[src/rtl/dfm_pkg.sv]
`default_nettype none
// ---------------------------------------------------------------------------
// dfm_pkg
// Shared types, codes and the CRC-16/ARC byte step for the frame deframer.
// ---------------------------------------------------------------------------
package dfm_pkg;

   localparam logic [7:0]  START_BYTE     = 8'h55;
   localparam logic [7:0]  END_BYTE       = 8'hAA;
   localparam logic [15:0] CRC_POLY       = 16'hA001;
   localparam logic [15:0] FRAME_OVERHEAD = 16'd9;
   localparam logic [15:0] CAPACITY_RESET = 16'd256;

   localparam int DFM_QUEUE_DEPTH = 4;

   // byte classes handed from the front end to the back end
   localparam logic [1:0] CLS_DATA      = 2'd0;
   localparam logic [1:0] CLS_START     = 2'd1;
   localparam logic [1:0] CLS_BAD_START = 2'd2;

   // result kinds
   localparam logic KIND_CONTENT   = 1'b0;
   localparam logic KIND_FRAME_END = 1'b1;

   // frame end status codes
   localparam logic [2:0] ST_OK        = 3'd0;
   localparam logic [2:0] ST_BAD_START = 3'd1;
   localparam logic [2:0] ST_TOO_LONG  = 3'd2;
   localparam logic [2:0] ST_BAD_END   = 3'd3;
   localparam logic [2:0] ST_CRC_ERR   = 3'd4;

   typedef struct packed {
      logic [1:0] cls;
      logic [7:0] data;
   } dfm_item_type;

   typedef struct packed {
      logic full;
      logic empty;
   } dfm_queue_status_type;

   typedef struct packed {
      logic        kind;
      logic [7:0]  content;
      logic [7:0]  frame_type;
      logic [15:0] register_number;
      logic [15:0] content_length;
      logic [2:0]  status;
   } dfm_result_type;

   // reflected CRC-16 step over one byte, LSB first
   function automatic logic [15:0] crc16_arc_byte(input logic [15:0] crc,
                                                  input logic [7:0]  b);
      logic [15:0] c;
      c = crc ^ {8'h00, b};
      for (int k = 0; k < 8; k++) begin
         c = c[0] ? ((c >> 1) ^ CRC_POLY) : (c >> 1);
      end
      return c;
   endfunction

endpackage
`default_nettype wire

[src/rtl/dfm_front.sv]
`default_nettype none
// ---------------------------------------------------------------------------
// dfm_front
// Accepts received bytes and tags each as frame start, bad start or data.
// ---------------------------------------------------------------------------
module dfm_front
   import dfm_pkg::*;
(
   input  logic                 clock,
   input  logic                 reset,
   input  logic                 req_tvalid,
   output logic                 req_tready,
   input  logic [7:0]           req_tdata,   // data_byte[7:0]
   input  logic                 req_tuser,   // first_byte
   input  dfm_queue_status_type q_status,
   output logic                 q_push,
   output dfm_item_type         q_item
);

   assign req_tready = !q_status.full;
   assign q_push     = req_tvalid && req_tready;

   always_comb begin
      q_item.data = req_tdata;
      priority if (!req_tuser) begin
         q_item.cls = CLS_DATA;
      end else if (req_tdata == START_BYTE) begin
         q_item.cls = CLS_START;
      end else begin
         q_item.cls = CLS_BAD_START;
      end
   end

   // never push into a full queue
   a_no_push_full: assert property (@(posedge clock) disable iff (reset)
      q_status.full |-> !q_push)
      else $error("dfm_front: push into a full queue");

endmodule
`default_nettype wire

[src/rtl/dfm_queue.sv]
`default_nettype none
// ---------------------------------------------------------------------------
// dfm_queue
// Small register FIFO that decouples the byte classifier from the parser.
// ---------------------------------------------------------------------------
module dfm_queue
   import dfm_pkg::*;
#(
   parameter int DEPTH = DFM_QUEUE_DEPTH
) (
   input  logic                 clock,
   input  logic                 reset,
   input  logic                 push,
   input  dfm_item_type         push_item,
   input  logic                 pop,
   output dfm_item_type         pop_item,
   output dfm_queue_status_type status
);

   localparam int PTR_W = $clog2(DEPTH);
   localparam int CNT_W = $clog2(DEPTH + 1);

   dfm_item_type     entries_ff [DEPTH];
   logic [PTR_W-1:0] wr_ptr_ff, wr_ptr_in;
   logic [PTR_W-1:0] rd_ptr_ff, rd_ptr_in;
   logic [CNT_W-1:0] count_ff, count_in;

   assign status.full  = (count_ff == CNT_W'(DEPTH));
   assign status.empty = (count_ff == '0);
   assign pop_item     = entries_ff[rd_ptr_ff];

   always_comb begin
      wr_ptr_in = wr_ptr_ff;
      rd_ptr_in = rd_ptr_ff;
      count_in  = count_ff;
      if (push) begin
         wr_ptr_in = (wr_ptr_ff == PTR_W'(DEPTH - 1)) ? '0 : wr_ptr_ff + 1'b1;
      end
      if (pop) begin
         rd_ptr_in = (rd_ptr_ff == PTR_W'(DEPTH - 1)) ? '0 : rd_ptr_ff + 1'b1;
      end
      unique case ({push, pop})
         2'b10:   count_in = count_ff + 1'b1;
         2'b01:   count_in = count_ff - 1'b1;
         default: count_in = count_ff;
      endcase
   end

   always_ff @(posedge clock) begin
      if (reset) begin
         wr_ptr_ff <= '0;
         rd_ptr_ff <= '0;
         count_ff  <= '0;
      end else begin
         wr_ptr_ff <= wr_ptr_in;
         rd_ptr_ff <= rd_ptr_in;
         count_ff  <= count_in;
      end
   end

   always_ff @(posedge clock) begin
      if (push) begin
         entries_ff[wr_ptr_ff] <= push_item;
      end
   end

endmodule
`default_nettype wire

[src/rtl/dfm_back.sv]
`default_nettype none
// ---------------------------------------------------------------------------
// dfm_back
// Frame parser: phase sequencer, CRC-16/ARC, size and end checks, and the
// result register toward the output channel.
// ---------------------------------------------------------------------------
module dfm_back
   import dfm_pkg::*;
(
   input  logic                 clock,
   input  logic                 reset,
   input  logic [15:0]          frame_capacity,
   input  dfm_queue_status_type q_status,
   input  dfm_item_type         q_item,
   output logic                 q_pop,
   output logic                 rsp_valid,
   input  logic                 rsp_ready,
   output dfm_result_type       rsp_result
);

   localparam logic [3:0] PH_IDLE    = 4'd0;
   localparam logic [3:0] PH_TYPE    = 4'd1;
   localparam logic [3:0] PH_REG_HI  = 4'd2;
   localparam logic [3:0] PH_REG_LO  = 4'd3;
   localparam logic [3:0] PH_LEN_HI  = 4'd4;
   localparam logic [3:0] PH_LEN_LO  = 4'd5;
   localparam logic [3:0] PH_CONTENT = 4'd6;
   localparam logic [3:0] PH_CRC_HI  = 4'd7;
   localparam logic [3:0] PH_CRC_LO  = 4'd8;
   localparam logic [3:0] PH_END     = 4'd9;

   logic [3:0]     phase_ff, phase_in;
   logic [15:0]    index_ff, index_in;
   logic [7:0]     type_ff, type_in;
   logic [15:0]    register_ff, register_in;
   logic [15:0]    length_ff, length_in;
   logic [15:0]    crc_ff, crc_in;
   logic [15:0]    rx_crc_ff, rx_crc_in;
   logic           valid_ff, valid_in;
   dfm_result_type result_ff;

   logic           emit;
   logic           emit_kind;
   logic [7:0]     emit_byte;
   logic [2:0]     emit_status;
   logic [7:0]     b;

   assign b     = q_item.data;
   assign q_pop = !q_status.empty && (!valid_ff || rsp_ready);

   always_comb begin
      phase_in    = phase_ff;
      index_in    = index_ff;
      type_in     = type_ff;
      register_in = register_ff;
      length_in   = length_ff;
      crc_in      = crc_ff;
      rx_crc_in   = rx_crc_ff;
      emit        = 1'b0;
      emit_kind   = KIND_FRAME_END;
      emit_byte   = 8'h00;
      emit_status = ST_OK;
      if (q_pop) begin
         unique case (q_item.cls)
            CLS_START, CLS_BAD_START: begin
               // new transaction: drop any partial frame
               type_in     = 8'h00;
               register_in = 16'h0000;
               length_in   = 16'h0000;
               crc_in      = 16'h0000;
               rx_crc_in   = 16'h0000;
               index_in    = 16'h0000;
               if (q_item.cls == CLS_START) begin
                  phase_in = PH_TYPE;
               end else begin
                  phase_in    = PH_IDLE;
                  emit        = 1'b1;
                  emit_status = ST_BAD_START;
               end
            end
            default: begin
               unique case (phase_ff)
                  PH_TYPE: begin
                     type_in  = b;
                     crc_in   = crc16_arc_byte(crc_ff, b);
                     phase_in = PH_REG_HI;
                  end
                  PH_REG_HI: begin
                     register_in = {b, 8'h00};
                     crc_in      = crc16_arc_byte(crc_ff, b);
                     phase_in    = PH_REG_LO;
                  end
                  PH_REG_LO: begin
                     register_in = {register_ff[15:8], b};
                     crc_in      = crc16_arc_byte(crc_ff, b);
                     phase_in    = PH_LEN_HI;
                  end
                  PH_LEN_HI: begin
                     length_in = {b, 8'h00};
                     crc_in    = crc16_arc_byte(crc_ff, b);
                     phase_in  = PH_LEN_LO;
                  end
                  PH_LEN_LO: begin
                     length_in = {length_ff[15:8], b};
                     crc_in    = crc16_arc_byte(crc_ff, b);
                     index_in  = 16'h0000;
                     if (({1'b0, length_in} + {1'b0, FRAME_OVERHEAD}) >
                         {1'b0, frame_capacity}) begin
                        phase_in    = PH_IDLE;
                        emit        = 1'b1;
                        emit_status = ST_TOO_LONG;
                     end else if (length_in == 16'h0000) begin
                        phase_in = PH_CRC_HI;
                     end else begin
                        phase_in = PH_CONTENT;
                     end
                  end
                  PH_CONTENT: begin
                     crc_in    = crc16_arc_byte(crc_ff, b);
                     index_in  = index_ff + 16'd1;
                     emit      = 1'b1;
                     emit_kind = KIND_CONTENT;
                     emit_byte = b;
                     if (index_in >= length_ff) begin
                        phase_in = PH_CRC_HI;
                     end
                  end
                  PH_CRC_HI: begin
                     rx_crc_in = {b, 8'h00};
                     phase_in  = PH_CRC_LO;
                  end
                  PH_CRC_LO: begin
                     rx_crc_in = {rx_crc_ff[15:8], b};
                     phase_in  = PH_END;
                  end
                  PH_END: begin
                     phase_in = PH_IDLE;
                     emit     = 1'b1;
                     priority if (b != END_BYTE) begin
                        emit_status = ST_BAD_END;
                     end else if (crc_ff != rx_crc_ff) begin
                        emit_status = ST_CRC_ERR;
                     end else begin
                        emit_status = ST_OK;
                     end
                  end
                  default: begin
                     // idle: ignore bytes until the next first byte
                     phase_in = PH_IDLE;
                  end
               endcase
            end
         endcase
      end

      priority if (q_pop && emit) begin
         valid_in = 1'b1;
      end else if (rsp_ready) begin
         valid_in = 1'b0;
      end else begin
         valid_in = valid_ff;
      end
   end

   always_ff @(posedge clock) begin
      if (reset) begin
         phase_ff <= PH_IDLE;
         valid_ff <= 1'b0;
      end else begin
         phase_ff <= phase_in;
         valid_ff <= valid_in;
      end
   end

   always_ff @(posedge clock) begin
      index_ff    <= index_in;
      type_ff     <= type_in;
      register_ff <= register_in;
      length_ff   <= length_in;
      crc_ff      <= crc_in;
      rx_crc_ff   <= rx_crc_in;
      if (q_pop && emit) begin
         result_ff.kind            <= emit_kind;
         result_ff.content         <= emit_byte;
         result_ff.frame_type      <= type_in;
         result_ff.register_number <= register_in;
         result_ff.content_length  <= length_in;
         result_ff.status          <= emit_status;
      end
   end

   assign rsp_valid  = valid_ff;
   assign rsp_result = result_ff;

   // a content result always carries ok status
   a_content_ok: assert property (@(posedge clock) disable iff (reset)
      valid_ff && (result_ff.kind == KIND_CONTENT) |-> (result_ff.status == ST_OK))
      else $error("dfm_back: content result with nonzero status");

   // a bad start result carries cleared header fields
   a_bad_start_clear: assert property (@(posedge clock) disable iff (reset)
      valid_ff && (result_ff.status == ST_BAD_START) |->
         (result_ff.frame_type == 8'h00) && (result_ff.register_number == 16'h0000) &&
         (result_ff.content_length == 16'h0000))
      else $error("dfm_back: bad start result with stale header");

   // never pop while the result register is stalled
   a_no_pop_stalled: assert property (@(posedge clock) disable iff (reset)
      valid_ff && !rsp_ready |-> !q_pop)
      else $error("dfm_back: queue popped while output stalled");

   // a start byte always opens the header phase
   a_start_phase: assert property (@(posedge clock) disable iff (reset)
      q_pop && (q_item.cls == CLS_START) |=> (phase_ff == PH_TYPE))
      else $error("dfm_back: start byte did not open a frame");

endmodule
`default_nettype wire

[src/rtl/frame_deframer_crc16.sv]
`default_nettype none
// ---------------------------------------------------------------------------
// frame_deframer_crc16
// Start/end byte deframer with CRC-16/ARC check.
// ---------------------------------------------------------------------------
// Takes one received byte per cycle on req_ while the classifier queue is not
// full (req_tuser flags the first byte of a transaction) and parses 0x55, type,
// register (BE), length (BE), content, CRC-16/ARC (BE) and 0xAA. Each content
// byte of a frame within capacity comes out as a content result, and each frame
// not dropped by a new first byte closes with one frame-end result carrying
// header and status. Throughput is one byte per cycle while rsp_ is not
// stalled, set by the phase step and byte-wide CRC update in the parser. An
// accepted byte is written into the classifier queue and the parser registers
// its result, if any, from the queue head. The QUEUE_DEPTH-byte queue keeps
// input flowing for up to that many beats while rsp_ stalls. frame_capacity
// resets to 256; write it through csr_ only while idle; this is not enforced.
// ---------------------------------------------------------------------------
module frame_deframer_crc16
   import dfm_pkg::*;
#(
   parameter int QUEUE_DEPTH = DFM_QUEUE_DEPTH
) (
   input  logic        clock,
   input  logic        reset,
   input  logic        req_tvalid,
   output logic        req_tready,
   input  logic [7:0]  req_tdata,   // data_byte[7:0]
   input  logic        req_tuser,   // first_byte
   output logic        rsp_tvalid,
   input  logic        rsp_tready,
   // content_byte[7:0], frame_type[15:8], register_number[31:16],
   // content_length[47:32], status[50:48], zero fill[55:51]
   output logic [55:0] rsp_tdata,
   output logic        rsp_tuser,   // result_kind
   input  logic        csr_valid,
   output logic        csr_ready,
   input  logic [15:0] csr_data     // frame_capacity[15:0]
);

   logic [15:0]          capacity_ff;
   logic                 q_push;
   logic                 q_pop;
   dfm_item_type         push_item;
   dfm_item_type         pop_item;
   dfm_queue_status_type q_status;
   dfm_result_type       result;

   assign csr_ready = 1'b1;

   always_ff @(posedge clock) begin
      if (reset) begin
         capacity_ff <= CAPACITY_RESET;
      end else if (csr_valid && csr_ready) begin
         capacity_ff <= csr_data;
      end
   end

   dfm_front u_front (
      .clock      (clock),
      .reset      (reset),
      .req_tvalid (req_tvalid),
      .req_tready (req_tready),
      .req_tdata  (req_tdata),
      .req_tuser  (req_tuser),
      .q_status   (q_status),
      .q_push     (q_push),
      .q_item     (push_item)
   );

   dfm_queue #(
      .DEPTH (QUEUE_DEPTH)
   ) u_queue (
      .clock     (clock),
      .reset     (reset),
      .push      (q_push),
      .push_item (push_item),
      .pop       (q_pop),
      .pop_item  (pop_item),
      .status    (q_status)
   );

   dfm_back u_back (
      .clock          (clock),
      .reset          (reset),
      .frame_capacity (capacity_ff),
      .q_status       (q_status),
      .q_item         (pop_item),
      .q_pop          (q_pop),
      .rsp_valid      (rsp_tvalid),
      .rsp_ready      (rsp_tready),
      .rsp_result     (result)
   );

   assign rsp_tuser = result.kind;
   assign rsp_tdata = {5'b00000, result.status, result.content_length,
                       result.register_number, result.frame_type, result.content};

endmodule
`default_nettype wire
[config.mk]
export PLATFORM = sky130hd
export DESIGN_NAME = frame_deframer_crc16
export DESIGN_NICKNAME = d
export VERILOG_FILES = /design/src/rtl/dfm_pkg.sv /design/src/rtl/dfm_front.sv /design/src/rtl/dfm_queue.sv /design/src/rtl/dfm_back.sv /design/src/rtl/frame_deframer_crc16.sv
export SDC_FILE = /design/constraint.sdc
export NUM_CORES = 1
export LEC_CHECK = 0
export ABC_AREA = 1
export BUFFER_PORTS_ARGS = -buffer_cell sky130_fd_sc_hd__buf_2
export CAP_MARGIN = 20
export CORE_AREA = 3 3 133 135
export DETAILED_ROUTE_END_ITERATION = 6
export DIE_AREA = 0 0 136 138
export PLACE_DENSITY = 0.78
export SETUP_SLACK_MARGIN = 0.1
export SLEW_MARGIN = 10
export SYNTH_ARGS = -nofsm -noshare
export SYNTH_HDL_FRONTEND = slang
export SYNTH_SLANG_ARGS = --single-unit
export TNS_END_PERCENT = 5
[constraint.sdc]
create_clock -name clock -period 4.43 [get_ports clock]
set_input_delay 0.6645 -clock clock [delete_from_list [all_inputs] [get_ports clock]]
set_output_delay 0.6645 -clock clock [all_outputs]
set_load 0.03 [all_outputs]
==> out/qor.csv <==
metric,value,unit
fillers,1268,
worst hold path class,input port to register,
synth-to-layout area growth,13.4,%
largest net degree at the start of global routing,54,
TritonCTS clock tree,built,
Arrival @ worst endpoint,4140,ps
asr flop ratio synth,0,%
critical hold path startpoint,csr_data[8],
Worst EP required,4660,ps
fmax,0.256,GHz
core area,16600,µm²
drc violations,0,
worst-margin pin slew,970,ps
via/cell ratio,5.40,
simple-gate share of the synthesized area,15.4,%
CP endpoint kind,register,
largest family of logic cells by synthesized area,simple AND/OR/NAND/NOR gates,
Final Hold Vio Count,0,
most frequent cells in the layout,"nand2_1, inv_1, edfxtp_1, nor2_1, buf_2",
CP startpoint kind,register,
run status,finished clean,
max_slew headroom,35.1,%
# setup viols final,0,
Die Area,18800,µm²
Synth Area in XOR/XNOR,4.30,%
DR vias,7117,
Worst-Skew Late Latency,490,ps
Die Y,138,µm
Yosys cell types,56,
Detail Placement HPWL,14.6,mm
synthesized cell area,9880,µm²
DRT antenna net count,0,
multiplexer area fraction after synthesis,0,%
"most common cell after layout, fill and taps aside",nand2_1,
vias in the first global route,6820,
total grt overflow,0,
cell mode on critical path,nand2_1,
global-route wire length before repair,33.5,mm
Max Cap Viol,0,
CP top delay family,simple AND/OR/NAND/NOR gates,
1st-iter DRT viols,549,
crit path kind,register to register,
footprint of the multi-input gates,3480,µm²
post-layout min period,3910,ps
routability congestion estimate,0.874,
TritonCTS Sinks,210,
row cnt,47,
final wirelength,20.9,mm
Post-synth top flop,edfxtp_1,
clock buffer depth,3,
Layout Nets,1158,
number of detailed-route iterations in the first pass,4,
peak supply drop,413,µV
Util after Layout,67.6,%
Worst Clk Skew,10.9,ps
final period utilization,88.3,%
PortBufs,83,
Leak Pwr,4.66,nW
"Slew Viols, Final",0,
I/O pin count,90,
Wirelength per Cell,15.8,µm
layout cell share with drive strength beyond 1,15.3,%
Resized cells post-CTS,0,
Syn Area/Cell,9.98,µm²
"Max FO, Critical Path",43,
CP cell instances,inv_4 > nand3_1 > nand2_1 > buf_4 > nor2_1 > nand2_2 > a21oi_4 > nand4_4 > nor3_4 > xor2_1 > ha_1 > nand2_1 > nor4_1 > nand4_1 > nor3_1 > nand2_1 > nand3_1 > nand2_1 > nand2_1 > inv_2 > buf_12,
TritonCTS Buffers,22,
Seq cells post-synth,210,
Max stage delay on crit path,550,ps
global-route usage over all layers,21.8,%
number of flops mapped to enable cells by yosys,140,
register area share after synthesis,56.7,%
CTS root buf,clkbuf_16,
Slowest cell on crit path,dfxtp_1,
Antenna Cells,0,
RSZ-0062 raised after global routing,false,
Synthesis Warnings,0,
Adder-Cell Fraction of Synth Area,5.77,%
Die X,136,µm
Synth Area in Compound Gates,9.57,%
Seq. cell area,5610,µm²
power per cell area,826,nW/µm²
CTS Hold Bufs,0,
"Reg clk slew, reported paths",60,ps
Setup TNS,0,ps
initial core utilization,59.6,%
CTS HTree Levels,1,
buffers inserted by post-CTS timing repair,0,
CP Buf/Inv Count,4,
Cells after Synth,990,
number of antenna violations at the first check in global routing,0,
==> power by group <==
part / switching (W) / total, W / internal (W)
clock network: 0.000709 / 0.00174 / 0.00103
logic: 0.00295 / 0.00422 / 0.00127
registers: 0.000300 / 0.00330 / 0.00300
==> layer usage <==
| metal | GRT usage, % | vias to the layer above | wire (µm) |
|---|---|---|---|
| met5 | 0 | - | 0 |
| met1 | 30.8 | 3344 | 9220 |
| li1 | - | 3495 | - |
| met4 | 6.68 | 0 | 560 |
| met2 | 35.3 | 229 | 9810 |
| met3 | 3.16 | 49 | 1280 |
==> worst min-delay path, stage by stage <==
cell and delay (ps):
buf_2 80, a21oi_1 50, o21ai_0 60
==> stage by stage <==
stage          instance area, µm²  instances  worst slack [ps]  total power, W  hold slack, ps
2_1_floorplan                9900        994               601         0.00639             422
3_3_place_gp                10500       1278               365         0.00739             438
3_5_place_dp                10500       1278               251         0.00749             450
4_1_cts                     11200       1318               221         0.00926             387
5_1_grt                     11200       1319               241         0.00990             405
6_report                    11200       1319               520         0.00926             401
==> state kept, by name, summed over array words and instances (netlist names), named ones only <==
register and flops:
u_back.crc_ff 16, u_back.phase_ff 4, u_queue.entries_ff 40, u_back.type_ff 8, capacity_ff 16, u_queue.rd_ptr_ff 2
u_back.length_ff 16, u_queue.count_ff 3, u_back.rsp_valid 1, u_back.rx_crc_ff 16, u_back.index_ff 16, u_back.rsp_result 52
u_back.register_ff 16, u_queue.wr_ptr_ff 2
==> area by class of cell <==
type | instances | share of cell area (%)
Clock buffer | 31 | 5.49
Tap cell | 220 | 2.46
Clock inverter | 9 | 0.636
Inverter | 157 | 5.29
Sequential cell | 210 | 50.0
Multi-Input combinational cell | 591 | 31.1
Timing Repair Buffer | 101 | 5.02
==> worst paths after layout <==
kind | endpoint | slack, ps | cells past startpoint
setup / recovery | u_back.rsp_result[35] | 520 | 21
hold / removal | capacity_ff[8] | 400 | 3
setup reg to reg | u_back.rsp_result[35] | 520 | 21
hold reg to reg | u_queue.count_ff[0] | 450 | 1
==> cell usage after synthesis, drive strengths merged (3+ instances only) <==
cell | n | area (µm²)
nand4 | 9 | 71.3
buf | 20 | 156
o21ai | 36 | 180
nor2 | 111 | 419
xnor2 | 17 | 156
nand2 | 161 | 632
xor2 | 26 | 269
o22ai | 8 | 50.1
clkinv | 4 | 16.3
nor4 | 6 | 37.5
edfxtp | 140 | 4200
dfxtp | 70 | 1400
a31oi | 3 | 18.8
ha | 44 | 551
inv | 153 | 577
nor3 | 15 | 91.3
a21oi | 59 | 310
clkbuf | 16 | 60.1
o32ai | 32 | 280
or2 | 3 | 18.8
nand3 | 36 | 208
a211oi | 3 | 22.5
==> cells by family after synthesis <==
family | Yosys count
buffers and inverters | 193
other | 2
adders and majority gates | 45
and+or+nand+nor | 346
AOI/OAI and AO/OA | 151
DFF | 210
xor gates and xnor gates | 43
(Power assumes the default switching activity.)
